File: src/design/bcrd_pkg.sv
// Shared types and constants of the compressed record decoder.
`default_nettype none

package bcrd_pkg;

  // Record type bytes, the line-close code and the space character
  localparam logic [7:0] TypeMore  = 8'hbf;
  localparam logic [7:0] TypeLast  = 8'h9f;
  localparam logic [7:0] LineClose = 8'hff;
  localparam logic [7:0] SpaceChar = 8'h20;

  // Header layout: type byte at 0, control bytes up to 5, data from 6
  localparam logic [7:0] PosCount   = 8'd1;
  localparam logic [7:0] PosSumHigh = 8'd2;
  localparam logic [7:0] PosSumLow  = 8'd3;
  localparam logic [7:0] PosLastHdr = 8'd5;
  localparam logic [7:0] PosData    = 8'd6;

  // Result status codes
  localparam logic [1:0] StOk       = 2'd0;
  localparam logic [1:0] StBadType  = 2'd1;
  localparam logic [1:0] StChecksum = 2'd2;

  typedef enum logic [1:0] {
    GP_BLANK,
    GP_COUNT,
    GP_LIT
  } group_phase_t;

  // Line and group state carried between data bytes
  typedef struct packed {
    group_phase_t group_phase;
    logic [7:0]   literals_left;
    logic [1:0]   line_length_seen;
    logic         held_blank;
  } group_state_t;

  typedef struct packed {
    logic [7:0] blank_run;
    logic       has_char;
    logic [7:0] character;
    logic       end_of_line;
    logic       end_of_stream;
    logic [1:0] status;
  } result_t;

endpackage

`default_nettype wire

File: src/design/bcrd_group_decoder.sv
// Group decoder: expands one data byte into blanks, characters and line ends.
`default_nettype none

module bcrd_group_decoder (
  input  wire logic [7:0]            data_byte,
  input  wire bcrd_pkg::group_state_t grp,
  output bcrd_pkg::group_state_t      grp_next,
  output bcrd_pkg::result_t           res,
  output logic                        have
);

  // Saturating line length update, capped at two
  function automatic logic [1:0] grow(input logic [1:0] seen, input logic [7:0] amount);
    logic [8:0] sum;
    sum = {7'd0, seen} + {1'b0, amount};
    grow = (sum >= 9'd2) ? 2'd2 : sum[1:0];
  endfunction

  always_comb begin
    grp_next = grp;
    res      = '0;
    have     = 1'b0;
    case (grp.group_phase)
      bcrd_pkg::GP_BLANK: begin
        if (data_byte == bcrd_pkg::LineClose) begin
          // close the line, drop any held blank
          res.end_of_line            = 1'b1;
          have                       = 1'b1;
          grp_next.held_blank        = 1'b0;
          grp_next.line_length_seen  = 2'd0;
          grp_next.group_phase       = bcrd_pkg::GP_BLANK;
        end else begin
          grp_next.group_phase = bcrd_pkg::GP_COUNT;
          if (data_byte == 8'd0) begin
            have = 1'b0;
          end else if (grp.line_length_seen == 2'd0 && data_byte == 8'd1) begin
            // hold a lone leading blank
            grp_next.held_blank       = 1'b1;
            grp_next.line_length_seen = 2'd1;
          end else begin
            res.blank_run             = data_byte + {7'd0, grp.held_blank};
            have                      = 1'b1;
            grp_next.held_blank       = 1'b0;
            grp_next.line_length_seen = grow(grp.line_length_seen, data_byte);
          end
        end
      end
      bcrd_pkg::GP_COUNT: begin
        if (data_byte == bcrd_pkg::LineClose) begin
          res.end_of_line            = 1'b1;
          have                       = 1'b1;
          grp_next.held_blank        = 1'b0;
          grp_next.line_length_seen  = 2'd0;
          grp_next.group_phase       = bcrd_pkg::GP_BLANK;
        end else if (data_byte == 8'd0) begin
          grp_next.group_phase = bcrd_pkg::GP_BLANK;
        end else begin
          grp_next.literals_left = data_byte;
          grp_next.group_phase   = bcrd_pkg::GP_LIT;
        end
      end
      default: begin
        if (grp.line_length_seen == 2'd0 && data_byte == bcrd_pkg::SpaceChar) begin
          // a leading literal space is held like a blank
          grp_next.held_blank       = 1'b1;
          grp_next.line_length_seen = 2'd1;
        end else begin
          res.blank_run             = {7'd0, grp.held_blank};
          res.has_char              = 1'b1;
          res.character             = data_byte;
          have                      = 1'b1;
          grp_next.held_blank       = 1'b0;
          grp_next.line_length_seen = grow(grp.line_length_seen, 8'd1);
        end
        grp_next.literals_left = grp.literals_left - 8'd1;
        if (grp.literals_left == 8'd1) begin
          grp_next.group_phase = bcrd_pkg::GP_BLANK;
        end
      end
    endcase
  end

endmodule

`default_nettype wire

File: src/design/blank_compressed_record_decoder_unit.sv
// Top level of the compressed record decoder: record framing, checksum, result register.
`default_nettype none

// Decodes an unblocked compressed record stream, one byte per transaction, into
// blank runs, literal characters and line ends. Each accepted byte gives at most
// one result; the whole update of record counters, the 16-bit data sum and the
// group decoder is combinational logic ahead of the result register, so the block
// sustains one byte per clock while the result side keeps up and stalls the input
// only while a waiting result is held. A bad record type byte (status 1) or a
// checksum mismatch at record end (status 2) gives one flagged result and halts
// the block; the end of the last record gives a result with end_of_stream set and
// also halts it. Once halted, bytes are still taken but give nothing until reset.
// RECORD_BYTES sets the padded size of a record that is not the last.
module blank_compressed_record_decoder_unit #(
  parameter int RECORD_BYTES = 120
) (
  input  wire logic       clk,
  input  wire logic       rst,
  input  wire logic       stream_valid,
  output logic            stream_stall,
  input  wire logic [7:0] stream_byte,
  output logic            result_valid,
  input  wire logic       result_stall,
  output logic [7:0]      blank_run,
  output logic            has_char,
  output logic [7:0]      character,
  output logic            end_of_line,
  output logic            end_of_stream,
  output logic [1:0]      status
);

  localparam logic [7:0] RecordBytesW = 8'(RECORD_BYTES);

  typedef enum logic [1:0] {
    PH_TYPE,
    PH_HEADER,
    PH_DATA,
    PH_PAD
  } record_phase_t;

  record_phase_t          record_phase, record_phase_next;
  logic [7:0]             record_position, record_position_next;
  logic [7:0]             data_bytes_left, data_bytes_left_next;
  logic [15:0]            running_sum, running_sum_next;
  logic [15:0]            expected_sum, expected_sum_next;
  logic                   final_record, final_record_next;
  logic                   halted, halted_next;
  bcrd_pkg::group_state_t grp, grp_next, dec_grp_next;
  bcrd_pkg::result_t      res, dec_res, result;
  logic                   have, dec_have, done;
  logic                   accept;

  bcrd_group_decoder u_group (
    .data_byte (stream_byte),
    .grp       (grp),
    .grp_next  (dec_grp_next),
    .res       (dec_res),
    .have      (dec_have)
  );

  // Hold the input while a finished result waits
  assign stream_stall = result_valid && result_stall;
  assign accept       = stream_valid && !stream_stall;

  // Record framing, checksum and result selection
  always_comb begin
    record_phase_next    = record_phase;
    record_position_next = record_position;
    data_bytes_left_next = data_bytes_left;
    running_sum_next     = running_sum;
    expected_sum_next    = expected_sum;
    final_record_next    = final_record;
    halted_next          = halted;
    grp_next             = grp;
    res                  = '0;
    have                 = 1'b0;
    done                 = 1'b0;
    if (!halted) begin
      unique case (record_phase)
        PH_TYPE: begin
          if (stream_byte == bcrd_pkg::TypeMore || stream_byte == bcrd_pkg::TypeLast) begin
            final_record_next    = (stream_byte == bcrd_pkg::TypeLast);
            running_sum_next     = 16'd0;
            record_position_next = 8'd1;
            record_phase_next    = PH_HEADER;
          end else begin
            res.status  = bcrd_pkg::StBadType;
            halted_next = 1'b1;
            have        = 1'b1;
          end
        end
        PH_HEADER: begin
          if (record_position == bcrd_pkg::PosCount) begin
            data_bytes_left_next = stream_byte;
          end else if (record_position == bcrd_pkg::PosSumHigh) begin
            expected_sum_next[15:8] = stream_byte;
          end else if (record_position == bcrd_pkg::PosSumLow) begin
            expected_sum_next[7:0] = stream_byte;
          end
          if (record_position >= bcrd_pkg::PosLastHdr) begin
            record_position_next = bcrd_pkg::PosData;
            record_phase_next    = PH_DATA;
            done                 = (data_bytes_left == 8'd0);
          end else begin
            record_position_next = record_position + 8'd1;
          end
        end
        PH_DATA: begin
          running_sum_next     = running_sum + {8'd0, stream_byte};
          data_bytes_left_next = data_bytes_left - 8'd1;
          record_position_next = (record_position == 8'hff) ? record_position
                                                             : record_position + 8'd1;
          grp_next             = dec_grp_next;
          res                  = dec_res;
          have                 = dec_have;
          done                 = (data_bytes_left == 8'd1);
        end
        default: begin
          if (record_position + 8'd1 >= RecordBytesW || record_position == 8'hff) begin
            record_phase_next    = PH_TYPE;
            record_position_next = 8'd0;
          end else begin
            record_position_next = record_position + 8'd1;
          end
        end
      endcase

      // Check the sum at the end of a record's data, then end the stream or go on to padding or the next record
      if (done) begin
        if (running_sum_next != expected_sum_next) begin
          res         = '0;
          res.status  = bcrd_pkg::StChecksum;
          halted_next = 1'b1;
          have        = 1'b1;
        end else if (final_record) begin
          if (!have && grp_next.held_blank) begin
            res.blank_run = 8'd1;
          end
          res.end_of_stream = 1'b1;
          halted_next       = 1'b1;
          have              = 1'b1;
        end else if (record_position_next >= RecordBytesW) begin
          record_phase_next    = PH_TYPE;
          record_position_next = 8'd0;
        end else begin
          record_phase_next = PH_PAD;
        end
      end
    end
  end

  // Advance state on each accepted transaction
  always_ff @(posedge clk) begin
    if (rst) begin
      record_phase    <= PH_TYPE;
      record_position <= 8'd0;
      data_bytes_left <= 8'd0;
      running_sum     <= 16'd0;
      expected_sum    <= 16'd0;
      final_record    <= 1'b0;
      halted          <= 1'b0;
      grp             <= '{group_phase: bcrd_pkg::GP_BLANK, literals_left: 8'd0,
                           line_length_seen: 2'd0, held_blank: 1'b0};
    end else if (accept) begin
      record_phase    <= record_phase_next;
      record_position <= record_position_next;
      data_bytes_left <= data_bytes_left_next;
      running_sum     <= running_sum_next;
      expected_sum    <= expected_sum_next;
      final_record    <= final_record_next;
      halted          <= halted_next;
      grp             <= grp_next;
    end
  end

  // Result register: load on a result, drop once taken
  always_ff @(posedge clk) begin
    if (rst) begin
      result_valid <= 1'b0;
    end else if (accept && have) begin
      result_valid <= 1'b1;
    end else if (!result_stall) begin
      result_valid <= 1'b0;
    end
  end

  always_ff @(posedge clk) begin
    if (accept && have) begin
      result <= res;
    end
  end

  assign blank_run     = result.blank_run;
  assign has_char      = result.has_char;
  assign character     = result.character;
  assign end_of_line   = result.end_of_line;
  assign end_of_stream = result.end_of_stream;
  assign status        = result.status;

`ifndef SYNTH
  // Once halted, only reset restarts the block
  a_halt_sticks: assert property (@(posedge clk) disable iff (rst)
    halted |=> halted)
    else $error("halted cleared without reset");

  // A flagged or final result always leaves the block halted
  a_flag_halts: assert property (@(posedge clk) disable iff (rst)
    (result_valid && (status != bcrd_pkg::StOk || end_of_stream)) |-> halted)
    else $error("error or end of stream result without halt");

  // A held blank only exists as the sole content of a line
  a_held_blank: assert property (@(posedge clk) disable iff (rst)
    grp.held_blank |-> (grp.line_length_seen == 2'd1))
    else $error("held blank with wrong line length");
`endif

endmodule

`default_nettype wire

File: config.mk
export PLATFORM = sky130hd
export DESIGN_NAME = blank_compressed_record_decoder_unit
export DESIGN_NICKNAME = d
export VERILOG_FILES = /design/src/design/bcrd_pkg.sv /design/src/design/bcrd_group_decoder.sv /design/src/design/blank_compressed_record_decoder_unit.sv
export SDC_FILE = /design/constraint.sdc
export NUM_CORES = 1
export LEC_CHECK = 0
export BUFFER_PORTS_ARGS = -buffer_cell sky130_fd_sc_hd__buf_2
export CORE_ASPECT_RATIO = 1.25
export CORE_UTILIZATION = 55
export DETAILED_ROUTE_END_ITERATION = 10
export MAX_ROUTING_LAYER = met4
export PLACE_DENSITY_LB_ADDON = 0.1
export SYNTH_ARGS = -nofsm -noshare
export SYNTH_HDL_FRONTEND = slang
export SYNTH_HIERARCHICAL = 1
export SYNTH_SLANG_ARGS = --single-unit
File: constraint.sdc
create_clock -name clk -period 10.3 [get_ports clk]
set_input_delay 0.515 -clock clk [delete_from_list [all_inputs] [get_ports clk]]
set_output_delay 0.515 -clock clk [all_outputs]
set_load 0.01 [all_outputs]
* After elaboration in Yosys (flattened, before gate mapping)
Cells that the tools add are included.
Storage, ports and cells: output and inout port bits 23, memories 0, latch bits 0, bits of input ports 12, bits in registers 87, memory bits (writable) 0, ROM bits 0, logic and storage cells 166
Cells by class: $mul 0, bitwise gates (word level) 1, $lt $le $gt $ge 5, multiplexer cells 88, reductions and logical operators 25, add/sub/neg operators 7, equal/unequal tests 22, div/mod/pow operators 0, shift operators 0
Operator list (number):
- $mux W8 | 21
- $mux W16 | 5
- $pmux W8 S2 | 3
- $eq A8 B1 Y1 const B | 4
- $eq A8 B8 Y1 const B | 4
- $pmux W16 S2 | 1
- $mux W2 | 14
- $mux W13 | 2
- $mux W1 | 25
- $pmux W8 S3 | 1
- $mux W21 | 1
- $mux W10 | 2
- $mux W19 | 1
- $ge A9 B2 Y1 const B | 2
- $add A16 B8 Y16 | 1
- $eq A8 B2 Y1 const B | 2
- $ge A8 B7 Y1 const B | 2
- $logic_not A8 Y1 | 2
- $ne A16 B16 Y1 | 1
- $sub A8 B1 Y8 const B | 2
- $mux W3 | 5
- $reduce_and A4 Y1 | 3
- $add A2 B8 Y9 | 1
- $mux W9 | 1
- 27 further kinds | 42

* Logic depth before layout (Yosys ltp)
Gate-level depths: netlist (run 1).
depth in word-level cells 14, gate-level depth with buffers 15, gate-level depth less buffers 11

* Modules after synthesis
Netlist (run 1), hierarchy kept.
Modules (own cells, without submodules):
- blank_compressed_record_decoder_unit | sequential area each 1951.9 µm², cells each 670, area an instance 5511.5 µm², times used 1
- bcrd_group_decoder | sequential area each 0.0 µm², cells each 135, area an instance 923.4 µm², times used 1

* Least setup slack after synthesis (run 1)
OpenSTA, ideal clock, no wires.
path kind in2reg, from in stream_byte[0], to reg result (netlist bit blank_run[0]), enable pin, setup slack 6.270 ns, data arrival time 3.689 ns, library setup time 0.341 ns, cell stages on the path 12, required time 9.959 ns, cell sequence ha_1 fa_1 a211oi_1 o211ai_1 a32o_1 a31oi_1 xnor2_1 nand3_1 or4_4 buf_6 o21a_1 o31a_1
On the way: word-level cells in the longest chain between the ends 13, elaborated cells on any way between the ends 34, classes of those cells add/sub: 1; eq/ne: 6; mux: 22; reduce/logical: 5
RTL lines:
- start, declared | RTL line blank_compressed_record_decoder_unit.sv:21 | input wire logic [7:0] stream_byte,
- parallel branches: the longest is 10 deep, another holds $add A16 B8 Y16
- $mux W1 (*) | RTL line blank_compressed_record_decoder_unit.sv:129 | if (done) begin
- $mux W1 (*) | RTL line blank_compressed_record_decoder_unit.sv:78 | if (!halted) begin
- $logic_and A1 B1 Y1 (*) | RTL line blank_compressed_record_decoder_unit.sv:188 | if (accept && have) begin
- end signal, assigned | RTL line blank_compressed_record_decoder_unit.sv:189 | result <= res;
- end, declared | RTL line blank_compressed_record_decoder_unit.sv:49 | bcrd_pkg::result_t res, dec_res, result;
Mark *: on every way between the ends. The select of a mux whose other input is x is not followed. A chain may end at the register's enable or synchronous reset.

* Final worst setup path (run 1)
from reg record_phase[0], to reg result (netlist bit end_of_line), enable pin
On the way: word-level cells in the longest chain between the ends 8, elaborated cells on any way between the ends 17, classes of those cells eq/ne: 3; mux: 12; reduce/logical: 2
RTL lines:
- start, declared | RTL line blank_compressed_record_decoder_unit.sv:41 | record_phase_t record_phase, record_phase_next;
- start signal, assigned | RTL line blank_compressed_record_decoder_unit.sv:165 | record_phase <= record_phase_next;
- $eq A2 B2 Y1 (tied with other cells) | RTL line blank_compressed_record_decoder_unit.sv:79 | unique case (record_phase)
- $pmux W16 S2 (tied with other cells) | RTL line blank_compressed_record_decoder_unit.sv:79
- $mux W16 / $mux W1 (equally long branches) | RTL line blank_compressed_record_decoder_unit.sv:78
- $ne A16 B16 Y1 / $mux W1 (equally long branches) | RTL line blank_compressed_record_decoder_unit.sv:130, blank_compressed_record_decoder_unit.sv:135
- $mux W1 | RTL line blank_compressed_record_decoder_unit.sv:130 | if (running_sum_next != expected_sum_next) begin
- $mux W1 (*) | RTL line blank_compressed_record_decoder_unit.sv:129
- $mux W1 (*) | RTL line blank_compressed_record_decoder_unit.sv:78
- $logic_and A1 B1 Y1 (*) | RTL line blank_compressed_record_decoder_unit.sv:188
Mark *: on every way between the ends. The rest lies on a longest branch, timed or not. The select of a mux whose other input is x is not followed.

==> results of run 1 <==
logic make-up after synthesis:
| family | Yosys count | share of synthesized area |
|---|---|---|
| AOI/OAI and AO/OA | 225 | 0.2419 |
| xor gates and xnor gates | 31 | 0.04219 |
| adders and majority gates | 26 | 0.05289 |
| buffers and inverters | 81 | 0.05677 |
| DFF | 87 | 0.3033 |
| muxes | 35 | 0.05503 |
| other | 1 | 0.0005828 |
| and+or+nand+nor | 319 | 0.2473 |
final cells by class:
class / count / area share
multi-input cells: 639 / 0.6051
flip-flops and latches: 87 / 0.2861
repair buffers: 37 / 0.02825
inverters: 22 / 0.01211
clock inverters: 6 / 0.01009
well taps: 135 / 0.02476
clock buffers: 10 / 0.03357
worst reg2reg max path, cell delays in order, from the launching register on:
cell and delay, ns:
dfxtp_1 0.40, inv_1 0.10, ha_2 0.18, buf_4 0.30, nand2b_1 0.20, a21boi_1 0.94, a22oi_1 0.24, xor2_1 0.23
nor3_1 0.06, nor4b_2 0.16, nand4_2 0.21, o21a_1 0.68, o31a_1 0.86
sequential cells by signal (all words and copies together) (netlist names), 8 cells and up:
name and count:
grp 13, running_sum 16, expected_sum 16, data_bytes_left 8
character 8, blank_run 8, record_position 8
where the power goes:
group	switching [mW]	internal, mW	total (mW)
registers	0.00293	0.357	0.359
logic	0.0467	0.0209	0.0675
clock network	0.145	0.190	0.334
total	0.194	0.567	0.761
placed cells by master (no fill, tap or decap), drive strengths merged, types with 4 or more instances in the layout:
cell	netlist	final
a21oi	69	69
nor3b	12	12
edfxtp	21	21
xnor2	18	18
inv	22	24
nor3	27	27
o31ai	8	8
nand2	97	97
o21a	4	4
clkbuf	32	10
nor4	7	7
nor2b	5	5
nand4	8	8
o21ai	39	39
ha	24	24
or4	5	5
a22oi	16	16
mux2i	32	32
and3	7	7
o2111ai	4	4
xor2	13	13
dfxtp	66	66
nor2	85	85
nand3	22	22
o211ai	8	8
buf	27	37
o2bb2ai	4	4
a211oi	14	14
nand2b	5	5
a21o	6	6
a211o	8	8
and4	5	5
and2	13	13
o22ai	6	6
a31oi	7	7
a32oi	4	4
worst max-delay path by stage:
stage | endpoint | slack, ns | cells after the start
finish | end_of_line$_SDFFCE_PP0P_ | 5.35 | 12
global route | character[3]$_SDFFCE_PP0P_ | 5.00 | 12
CTS | end_of_line$_SDFFCE_PP0P_ | 5.44 | 12
detailed placement | character[0]$_SDFFCE_PP0P_ | 5.35 | 12
global placement | has_char$_SDFFCE_PP0P_ | 5.44 | 12
floorplan | blank_run[0]$_SDFFCE_PP0P_ | 6.27 | 12
layer usage:
layer  GRT usage  share of wire  vias to the layer above
li1            -              -                     2920
met1      0.3215           0.42                     2837
met2      0.5105           0.50                      210
met3     0.03787          0.045                       44
met4      0.1334          0.032                        0
met5           -              0                        -
==> results.yml, run 1 <==
outcome:
  status: "complete, no violations"
synthesis:
  synth_area_per_cell_um2: 7.994
  synth_commonest_cells: "nand2_1, nor2_1, a21oi_1"
  synth_top_area_frac: 0.2053
  yosysMostFrequentCell: "nand2_1"
  synth_cell_type_count: 87
  synth_area_leaders: "dfxtp_1, edfxtp_1, nand2_1"
  ys_ff_latch: 87
  synthFlopType: "dfxtp_1"
  synth_cells: 805
  yosys_warnings: 6
  synth.cell_area_mm2: 0.006435
  synth_edf_count: 21
  seq_area_frac_synth: 0.3033
  synth_area_leader_cell: "dfxtp_1"
  async_flop_share: 0
place:
  dp_hpwl_mm: 11.22
  gp_congestion: 0.9498
  place_ws_ns: 5.346
  dp.cells: 920
  placed_cell_area_mm2: 0.006524
  io_buffers: 34
layout:
  multi_input_area_mm2: 0.004128
  layout.nets: 834
  instances_no_fill: 936
  drive_above_1_share: 0.09613
  fillerInstances: 1029
  final-seq-area_mm2: 0.001952
  finalCoreUtilization: 0.6067
  area_delta_synth_final_pct: 6.008
  fin_area_mm2: 0.006822
  antenna_cells: 0
clocking:
  clk_pin_slew_worst_paths_ns: 0.07
  numCtsBuffers: 9
  cts_resized: 0
  clk_latency_ns: 0.34
  clockBufferDepth: 2
  holdBufCountCts: 0
  clkSinkCount: 87
  root_buffer: "clkbuf_16"
  post-cts-setup-buffers: 0
  cts_max_level: 3
  cts_tree: "done"
worst_setup_path:
  cp_cell_sequence: "inv_1, ha_2, buf_4, nand2b_1, a21boi_1, a22oi_1, xor2_1, nor3_1, nor4b_2, nand4_2, o21a_1, o31a_1"
  worstRegToRegCells: 12
  r2r_setup_slack_ns: 5.35
  reg2reg_from: "record_phase[0]$_SDFFE_PP0P_"
  r2r_end: "end_of_line$_SDFFCE_PP0P_"
  cp_top_family: "compound AO/OA/AOI/OAI gates"
  worstSetupStartpointType: "register"
  criticalPathCategory: "reg -> reg"
  startpoint: "record_phase[0]$_SDFFE_PP0P_"
  critPathSlowestCell: "a21boi_1"
  cp_num_buf_inv: 2
  slowest_delay_ns: 0.94
  worstPathMaxFanout: 61
  critPathArrivalTime_ns: 4.91
  crit_required_ns: 10.27
  worstSetupEndpointType: "register"
timing:
  skew_ns: 0.008529
  timing_max_transition_violations_final: 0
  tns_ns: 0
  slew_headroom: 0.1556
  rsz0062_at_grt: "no"
  finalHoldViolCount: 0
  setup_slack_ns: 5.353
  whs_ns: 0.4907
  timing_worst_slew_pin_value_ns: 1.262
  finalSetupViolCount: 0
  fin_crit_ns: 4.947
  period_share: 0.4803
  fmax_mhz: 202.2
routing:
  drt_first_pass_iters: 7
  routed_via_density: 6.422
  vias: 6011
  wl_per_cell_um: 17.78
  drc: 0
  initialDrtViolationCount: 342
  drt_wl_total_mm: 16.64
  antenna_left: 0
power:
  cellPowerDensity_mw_per_mm2: 111.6
  p_leak_nw: 2.518
  ir_drop_mv: 0.1207
  p_total_mw: 0.7614
floorplan:
  pin_count: 35
  chipHeight_um: 122.9
  die_area_mm2: 0.01214
  core-area_mm2: 0.01124
  start_util: 0.5723
  die_w_um: 98.75
  placementRows: 43
global_route:
  antenna_found_initial: 0
  grt_max_degree: 63
  grt.overflow.total: 0
  grt_pass1_vias: 5709
  grt_pass1_wl_mm: 27.05
  track_usage: 0.2873
min_path:
  whs_endpoint: "grp[10]$_SDFFE_PP0P_"
  hold_depth: 2
  hp-class: "reg -> reg"
  min-delay-start: "grp[10]$_SDFFE_PP0P_"
run:
  cap_violations: 0
(Power assumes the default switching activity.)
==> run 2, diff against run 1 <==
--- a/config.mk
+++ b/config.mk
@@ -5,6 +5,7 @@
 export SDC_FILE = /design/constraint.sdc
 export NUM_CORES = 1
 export LEC_CHECK = 0
+export ABC_AREA = 1
 export BUFFER_PORTS_ARGS = -buffer_cell sky130_fd_sc_hd__buf_2
 export CORE_ASPECT_RATIO = 1.25
 export CORE_UTILIZATION = 55
==> constraint.sdc (replaced) <==
create_clock -name clk -period 4.4 [get_ports clk]
set_input_delay 0.22 -clock clk [delete_from_list [all_inputs] [get_ports clk]]
set_output_delay 0.22 -clock clk [all_outputs]
set_load 0.01 [all_outputs]
==> results.yml, run 2 <==
worst_setup_path:
  r2r_end: "character[2]$_SDFFCE_PP0P_"
  r2r_setup_slack_ns: 0.91
  reg2reg_from: "record_phase[1]$_SDFFE_PP0P_"
  worstSetupStartpointType: "register"
  crit_required_ns: 4.39
  worstSetupEndpointType: "register"
  worstPathMaxFanout: 21
  critPathArrivalTime_ns: 3.48
  worstRegToRegCells: 17
  criticalPathCategory: "reg -> reg"
routing:
  initialDrtViolationCount: 299
  vias: 6654
  wl_per_cell_um: 14.03
  drt_first_pass_iters: 7
  drc: 0
  drt_wl_total_mm: 17.37
  routed_via_density: 5.375
  antenna_left: 0
layout:
  drive_above_1_share: 0.09192
  layout.nets: 1110
  final_cell_mix: "nand2_1, inv_1, nor2_1"
  area_delta_synth_final_pct: 8.087
  reg_top3: "expected_sum x16, running_sum x16, grp x13"
  fillerInstances: 1157
  mostFrequentLayoutCell: "nand2_1"
  antenna_cells: 0
power:
  p_leak_nw: 3.633
  p_sw_mw: 0.6112
  p_seq_frac: 0.448
  p_total_mw: 1.978
  ir_drop_mv: 0.2270
  p_clk_frac: 0.387
  p_sw_frac: 0.3090
  cellInternalPower_mw: 1.367
  combinationalPowerShare: 0.165
  cellPowerDensity_mw_per_mm2: 275.1
synthesis:
  yosys_warnings: 6
  yosysMostFrequentCell: "nand2_1"
  async_flop_share: 0
  synth.cell_area_mm2: 0.006653
  seq_area_frac_synth: 0.2934
  synth_cell_type_count: 52
  synthFlopType: "dfxtp_1"
  synth_area_leaders: "dfxtp_1, nand2_1, edfxtp_1"
  synth_area_per_cell_um2: 6.294
  synth_edf_count: 21
  synth_commonest_cells: "nand2_1, inv_1, nor2_1"
  ys_ff_latch: 87
  synth_area_leader_cell: "dfxtp_1"
  synth_top_area_frac: 0.1986
  synth_cells: 1057
place:
  gp_congestion: 0.9042
  dp_hpwl_mm: 12.45
  io_buffers: 34
min_path:
  min-delay-start: "result_stall"
  hold_depth: 3
  whs_endpoint: "result_valid$_SDFFE_PP0P_"
  hp-class: "in -> reg"
run:
  cap_violations: 0
clocking:
  clockBufferDepth: 2
  clkSinkCount: 87
  clk_pin_slew_worst_paths_ns: 0.07
  cts_resized: 0
  post-cts-setup-buffers: 0
  holdBufCountCts: 0
  root_buffer: "clkbuf_16"
  cts_max_level: 3
  cts_tree: "done"
  clk_latency_ns: 0.36
  numCtsBuffers: 9
timing:
  skew_ns: 0.008763
  timing_max_transition_violations_final: 0
  fin_crit_ns: 3.489
  period_share: 0.7929
  timing_worst_slew_pin_value_ns: 0.7301
  slew_headroom: 0.5127
  tns_ns: 0
  finalHoldViolCount: 0
  fmax_mhz: 286.6
  rsz0062_at_grt: "no"
  finalSetupViolCount: 0
floorplan:
  start_util: 0.5673
  chipHeight_um: 125.0
  die_w_um: 100.4
  pin_count: 35
  core-area_mm2: 0.01173
  die_area_mm2: 0.01254
  placementRows: 44
global_route:
  grt_pass1_vias: 6332
  grt_max_degree: 41
  grt.overflow.total: 0
  grt_pass1_wl_mm: 29.25
  antenna_found_initial: 0
  track_usage: 0.3024
outcome:
  status: "complete, no violations"
[run 2: power by group through the flow]
| stage | Clock, mW | Sequential, mW | Combinational, mW |
|---|---|---|---|
| after floorplan | 0 | 0.904 | 0.236 |
| after global placement | 0 | 0.903 | 0.324 |
| after detailed placement | 0 | 0.903 | 0.326 |
| after CTS | 0.777 | 0.886 | 0.327 |
| after global routing | 0.802 | 0.891 | 0.375 |
| final | 0.765 | 0.886 | 0.327 |
[run 2: how the worst max path moves through the flow]
stage	start	endpoint	depth (start not counted)
after global placement	stream_byte[0]	blank_run[6]$_SDFFCE_PP0P_	20
final	record_phase[1]$_SDFFE_PP0P_	character[2]$_SDFFCE_PP0P_	17
after detailed placement	stream_byte[0]	blank_run[6]$_SDFFCE_PP0P_	20
after CTS	record_phase[1]$_SDFFE_PP0P_	blank_run[6]$_SDFFCE_PP0P_	17
after global routing	record_phase[1]$_SDFFE_PP0P_	blank_run[5]$_SDFFCE_PP0P_	17
after floorplan	running_sum[0]$_SDFFE_PP0P_	blank_run[0]$_SDFFCE_PP0P_	18
[run 2: per-stage QoR]
stage               hold slack, ns  utilization  setup WS, ns  cells  area, um2
finish                      0.1932       0.6132        0.9111   1238       7191
global route                0.2291       0.6132        0.4883   1238       7191
CTS                         0.1938       0.6132        0.9390   1238       7191
detailed placement          0.4811       0.5887        0.8329   1222       6903
global placement            0.4735       0.5887        0.9177   1222       6903
floorplan                   0.3100            -         1.482   1059       6660
[run 2: layout make-up]
| class | instances | area (um2) | area share |
|---|---|---|---|
| multi-input combinational | 771 | 3919 | 0.5450 |
| sequential | 87 | 1952 | 0.2714 |
| inverter | 162 | 608.1 | 0.08457 |
| clock buffer | 9 | 225.2 | 0.03132 |
| timing repair buffer | 41 | 222.7 | 0.03097 |
| tap | 161 | 201.4 | 0.02801 |
| clock inverter | 7 | 62.56 | 0.008700 |
[run 2: logic make-up after synthesis]
| kind of cell | synth area share |
|---|---|
| AOI/OAI and AO/OA | 0.1555 |
| adders and majority gates | 0.05116 |
| buffers and inverters | 0.1198 |
| and+or+nand+nor | 0.3517 |
| muxes | 0.001505 |
| DFF | 0.2934 |
| other | 0.0005637 |
| xor gates and xnor gates | 0.02633 |
[run 2: critical path, cell delays in order, from the launching register on]
cell	delay, ns
dfxtp_1	0.35
inv_1	0.12
ha_1	0.29
inv_2	0.10
nor3_2	0.19
nand3_2	0.31
o21ai_0	0.33
inv_1	0.09
nand2_1	0.07
nand2_1	0.06
nor2_1	0.10
nand2_1	0.07
nor2_2	0.19
nand3_1	0.20
nand2_2	0.17
nand3_1	0.08
nand2_1	0.09
inv_1	0.32
[run 2: layer usage]
layer | GRT usage | vias to the layer above | part of all wire
met5 | - | - | 0
met4 | 0.1432 | 0 | 0.035
met3 | 0.03074 | 44 | 0.041
met2 | 0.5234 | 182 | 0.49
met1 | 0.3463 | 3008 | 0.43
li1 | - | 3420 | -
==> run 3, diff against run 2 <==
--- a/config.mk
+++ b/config.mk
@@ -5,7 +5,7 @@
 export SDC_FILE = /design/constraint.sdc
 export NUM_CORES = 1
 export LEC_CHECK = 0
-export ABC_AREA = 1
+export ABC_AREA = 0
 export BUFFER_PORTS_ARGS = -buffer_cell sky130_fd_sc_hd__buf_2
 export CORE_ASPECT_RATIO = 1.25
 export CORE_UTILIZATION = 55
==> constraint.sdc (replaced) <==
create_clock -name clk -period 3.4 [get_ports clk]
set_input_delay 0.17 -clock clk [delete_from_list [all_inputs] [get_ports clk]]
set_output_delay 0.17 -clock clk [all_outputs]
set_load 0.01 [all_outputs]
==> results.yml, run 3 (same netlist as run 1, synthesis figures left out) <==
outcome:
  status: "finished with violations"
  violations: "setup timing"
min_path:
  hold_depth: 3
  hp-class: "in -> reg"
global_route:
  grt_pass1_vias: 6109
  grt_pass1_wl_mm: 29.27
  antenna_found_initial: 0
  grt.overflow.total: 0
  grt_max_degree: 42
  track_usage: 0.3161
timing:
  slew_headroom: 0.2386
  setup_slack_ns: -0.09181
  whs_ns: 0.1676
  finalHoldViolCount: 0
  timing_worst_slew_pin_value_ns: 1.138
  fmax_mhz: 286.4
  skew_ns: 0.006587
  period_share: 1.027
  rsz0062_at_grt: "yes"
  fin_crit_ns: 3.492
  finalSetupViolCount: 33
  timing_max_transition_violations_final: 0
power:
  combinationalPowerShare: 0.120
  p_clk_frac: 0.400
  cellPowerDensity_mw_per_mm2: 296.1
  ir_drop_mv: 0.2237
  p_leak_nw: 2.916
  p_seq_frac: 0.480
  p_sw_mw: 0.5944
  cellInternalPower_mw: 1.676
  p_sw_frac: 0.2618
  p_total_mw: 2.271
routing:
  drt_first_pass_iters: 5
  wl_per_cell_um: 18.38
  initialDrtViolationCount: 550
  drc: 0
  routed_via_density: 6.290
  drt_wl_total_mm: 18.49
  vias: 6328
  antenna_left: 0
worst_setup_path:
  cp_num_buf_inv: 3
  criticalPathCategory: "reg -> reg"
  worstRegToRegCells: 13
  worstSetupEndpointType: "register"
  cp_top_family: "compound AO/OA/AOI/OAI gates"
  critPathSlowestCell: "or4_4"
  worstPathMaxFanout: 5
  cp_num_cells: 13
  cp_cell_sequence: "ha_4, buf_4, buf_4, a211o_1, o211a_4, a211o_1, a311oi_2, a41oi_2, xor2_1, or4_4, o21a_4, buf_6, o41a_1"
  critPathArrivalTime_ns: 3.72
  slowest_delay_ns: 0.54
  worstSetupStartpointType: "register"
  crit_required_ns: 3.63
floorplan:
  start_util: 0.5723
  core-area_mm2: 0.01124
  chipHeight_um: 122.9
  placementRows: 43
  pin_count: 35
  die_w_um: 98.75
  die_area_mm2: 0.01214
place:
  place_ws_ns: -0.1471
  dp.cells: 979
  io_buffers: 34
  placed_cell_area_mm2: 0.006985
  gp_congestion: 0.9494
  dp_hpwl_mm: 12.61
clocking:
  holdBufCountCts: 0
  numCtsBuffers: 9
  clk_pin_slew_worst_paths_ns: 0.07
  cts_tree: "done"
  root_buffer: "clkbuf_16"
  cts_max_level: 3
  clkSinkCount: 87
  clk_latency_ns: 0.34
  clockBufferDepth: 2
run:
  cap_violations: 0
layout:
  reg_top3: "expected_sum x16, running_sum x16, grp x13"
  mostFrequentLayoutCell: "nand2_1"
  final_cell_mix: "nand2_1, nor2_1, a21oi_1, dfxtp_1, buf_4"
  instances_no_fill: 1006
  antenna_cells: 0
  layout.nets: 904
  drive_above_1_share: 0.2170
  area_delta_synth_final_pct: 19.19
  fin_area_mm2: 0.007670
-- run 3: changes by cell type in the layout (fill, tap and decap cells not counted), moves of 16 or more --
| cell | change |
|---|---|
| a22oi_1 | +16 |
| buf_4 | +56 |
| inv_1 | -132 |
| mux2i_1 | +31 |
| nand2_1 | -180 |
| nand3_1 | -71 |
| nor2_1 | -38 |
| o21ai_0 | -32 |
-- run 3: path summary, 6_finish.rpt --
path | endpoint | slack (ns) | startpoint
setup reg to reg | result_valid$_SDFFE_PP0P_ | -0.09 | running_sum[0]$_SDFFE_PP0P_
hold reg to reg | grp[4]$_SDFFE_PP0P_ | 0.49 | grp[4]$_SDFFE_PP0P_
hold / removal | halted$_SDFFE_PP0P_ | 0.17 | stream_valid
setup / recovery | result_valid$_SDFFE_PP0P_ | -0.09 | running_sum[0]$_SDFFE_PP0P_
-- run 3: stage by stage --
stage	setup TNS, ns	util
after global routing	-5.701	0.6821
after floorplan	0	-
final	-1.600	0.6821
after CTS	-2.608	0.6615
after global placement	-0.6663	0.6212
after detailed placement	-2.921	0.6212
-- run 3: layout make-up --
class	instances	area (um2)
Multi-Input combinational cell	641	4456
Fill cell	937	3575
Sequential cell	87	1954
Timing Repair Buffer	105	742.0
Clock buffer	10	229.0
Tap cell	135	168.9
Inverter	22	82.58
Clock inverter	6	37.54
-- run 3: per-layer routing --
| metal | global-route usage | share of wire | up-vias |
|---|---|---|---|
| met5 | - | 0 | - |
| met4 | 0.1549 | 0.026 | 0 |
| met3 | 0.04748 | 0.050 | 41 |
| met2 | 0.5520 | 0.52 | 203 |
| met1 | 0.3549 | 0.41 | 3027 |
| li1 | - | - | 3057 |
-- run 3: worst reg2reg max path: stages, from the launching register on --
cell	delay (ns)
dfxtp_2	0.33
ha_4	0.16
buf_4	0.12
buf_4	0.12
a211o_1	0.28
o211a_4	0.17
a211o_1	0.35
a311oi_2	0.26
a41oi_2	0.07
xor2_1	0.19
or4_4	0.54
o21a_4	0.29
buf_6	0.13
o41a_1	0.38
-- run 3: timing repair --
action	in CTS	in global routing
pin swaps	15	20
buffers inserted	2	7
endpoints found under the hold margin	0	0
endpoints found under the setup margin	46	54
gates resized for setup	32	34
cloned	2	0
-- run 3: power groups by stage --
stage	Combinational [mW]	Clock (mW)	Sequential, mW
after floorplan	0.125	0	1.12
after CTS	0.242	0.921	1.09
after global routing	0.293	0.963	1.09
after detailed placement	0.231	0	1.11
final	0.272	0.909	1.09
after global placement	0.227	0	1.11
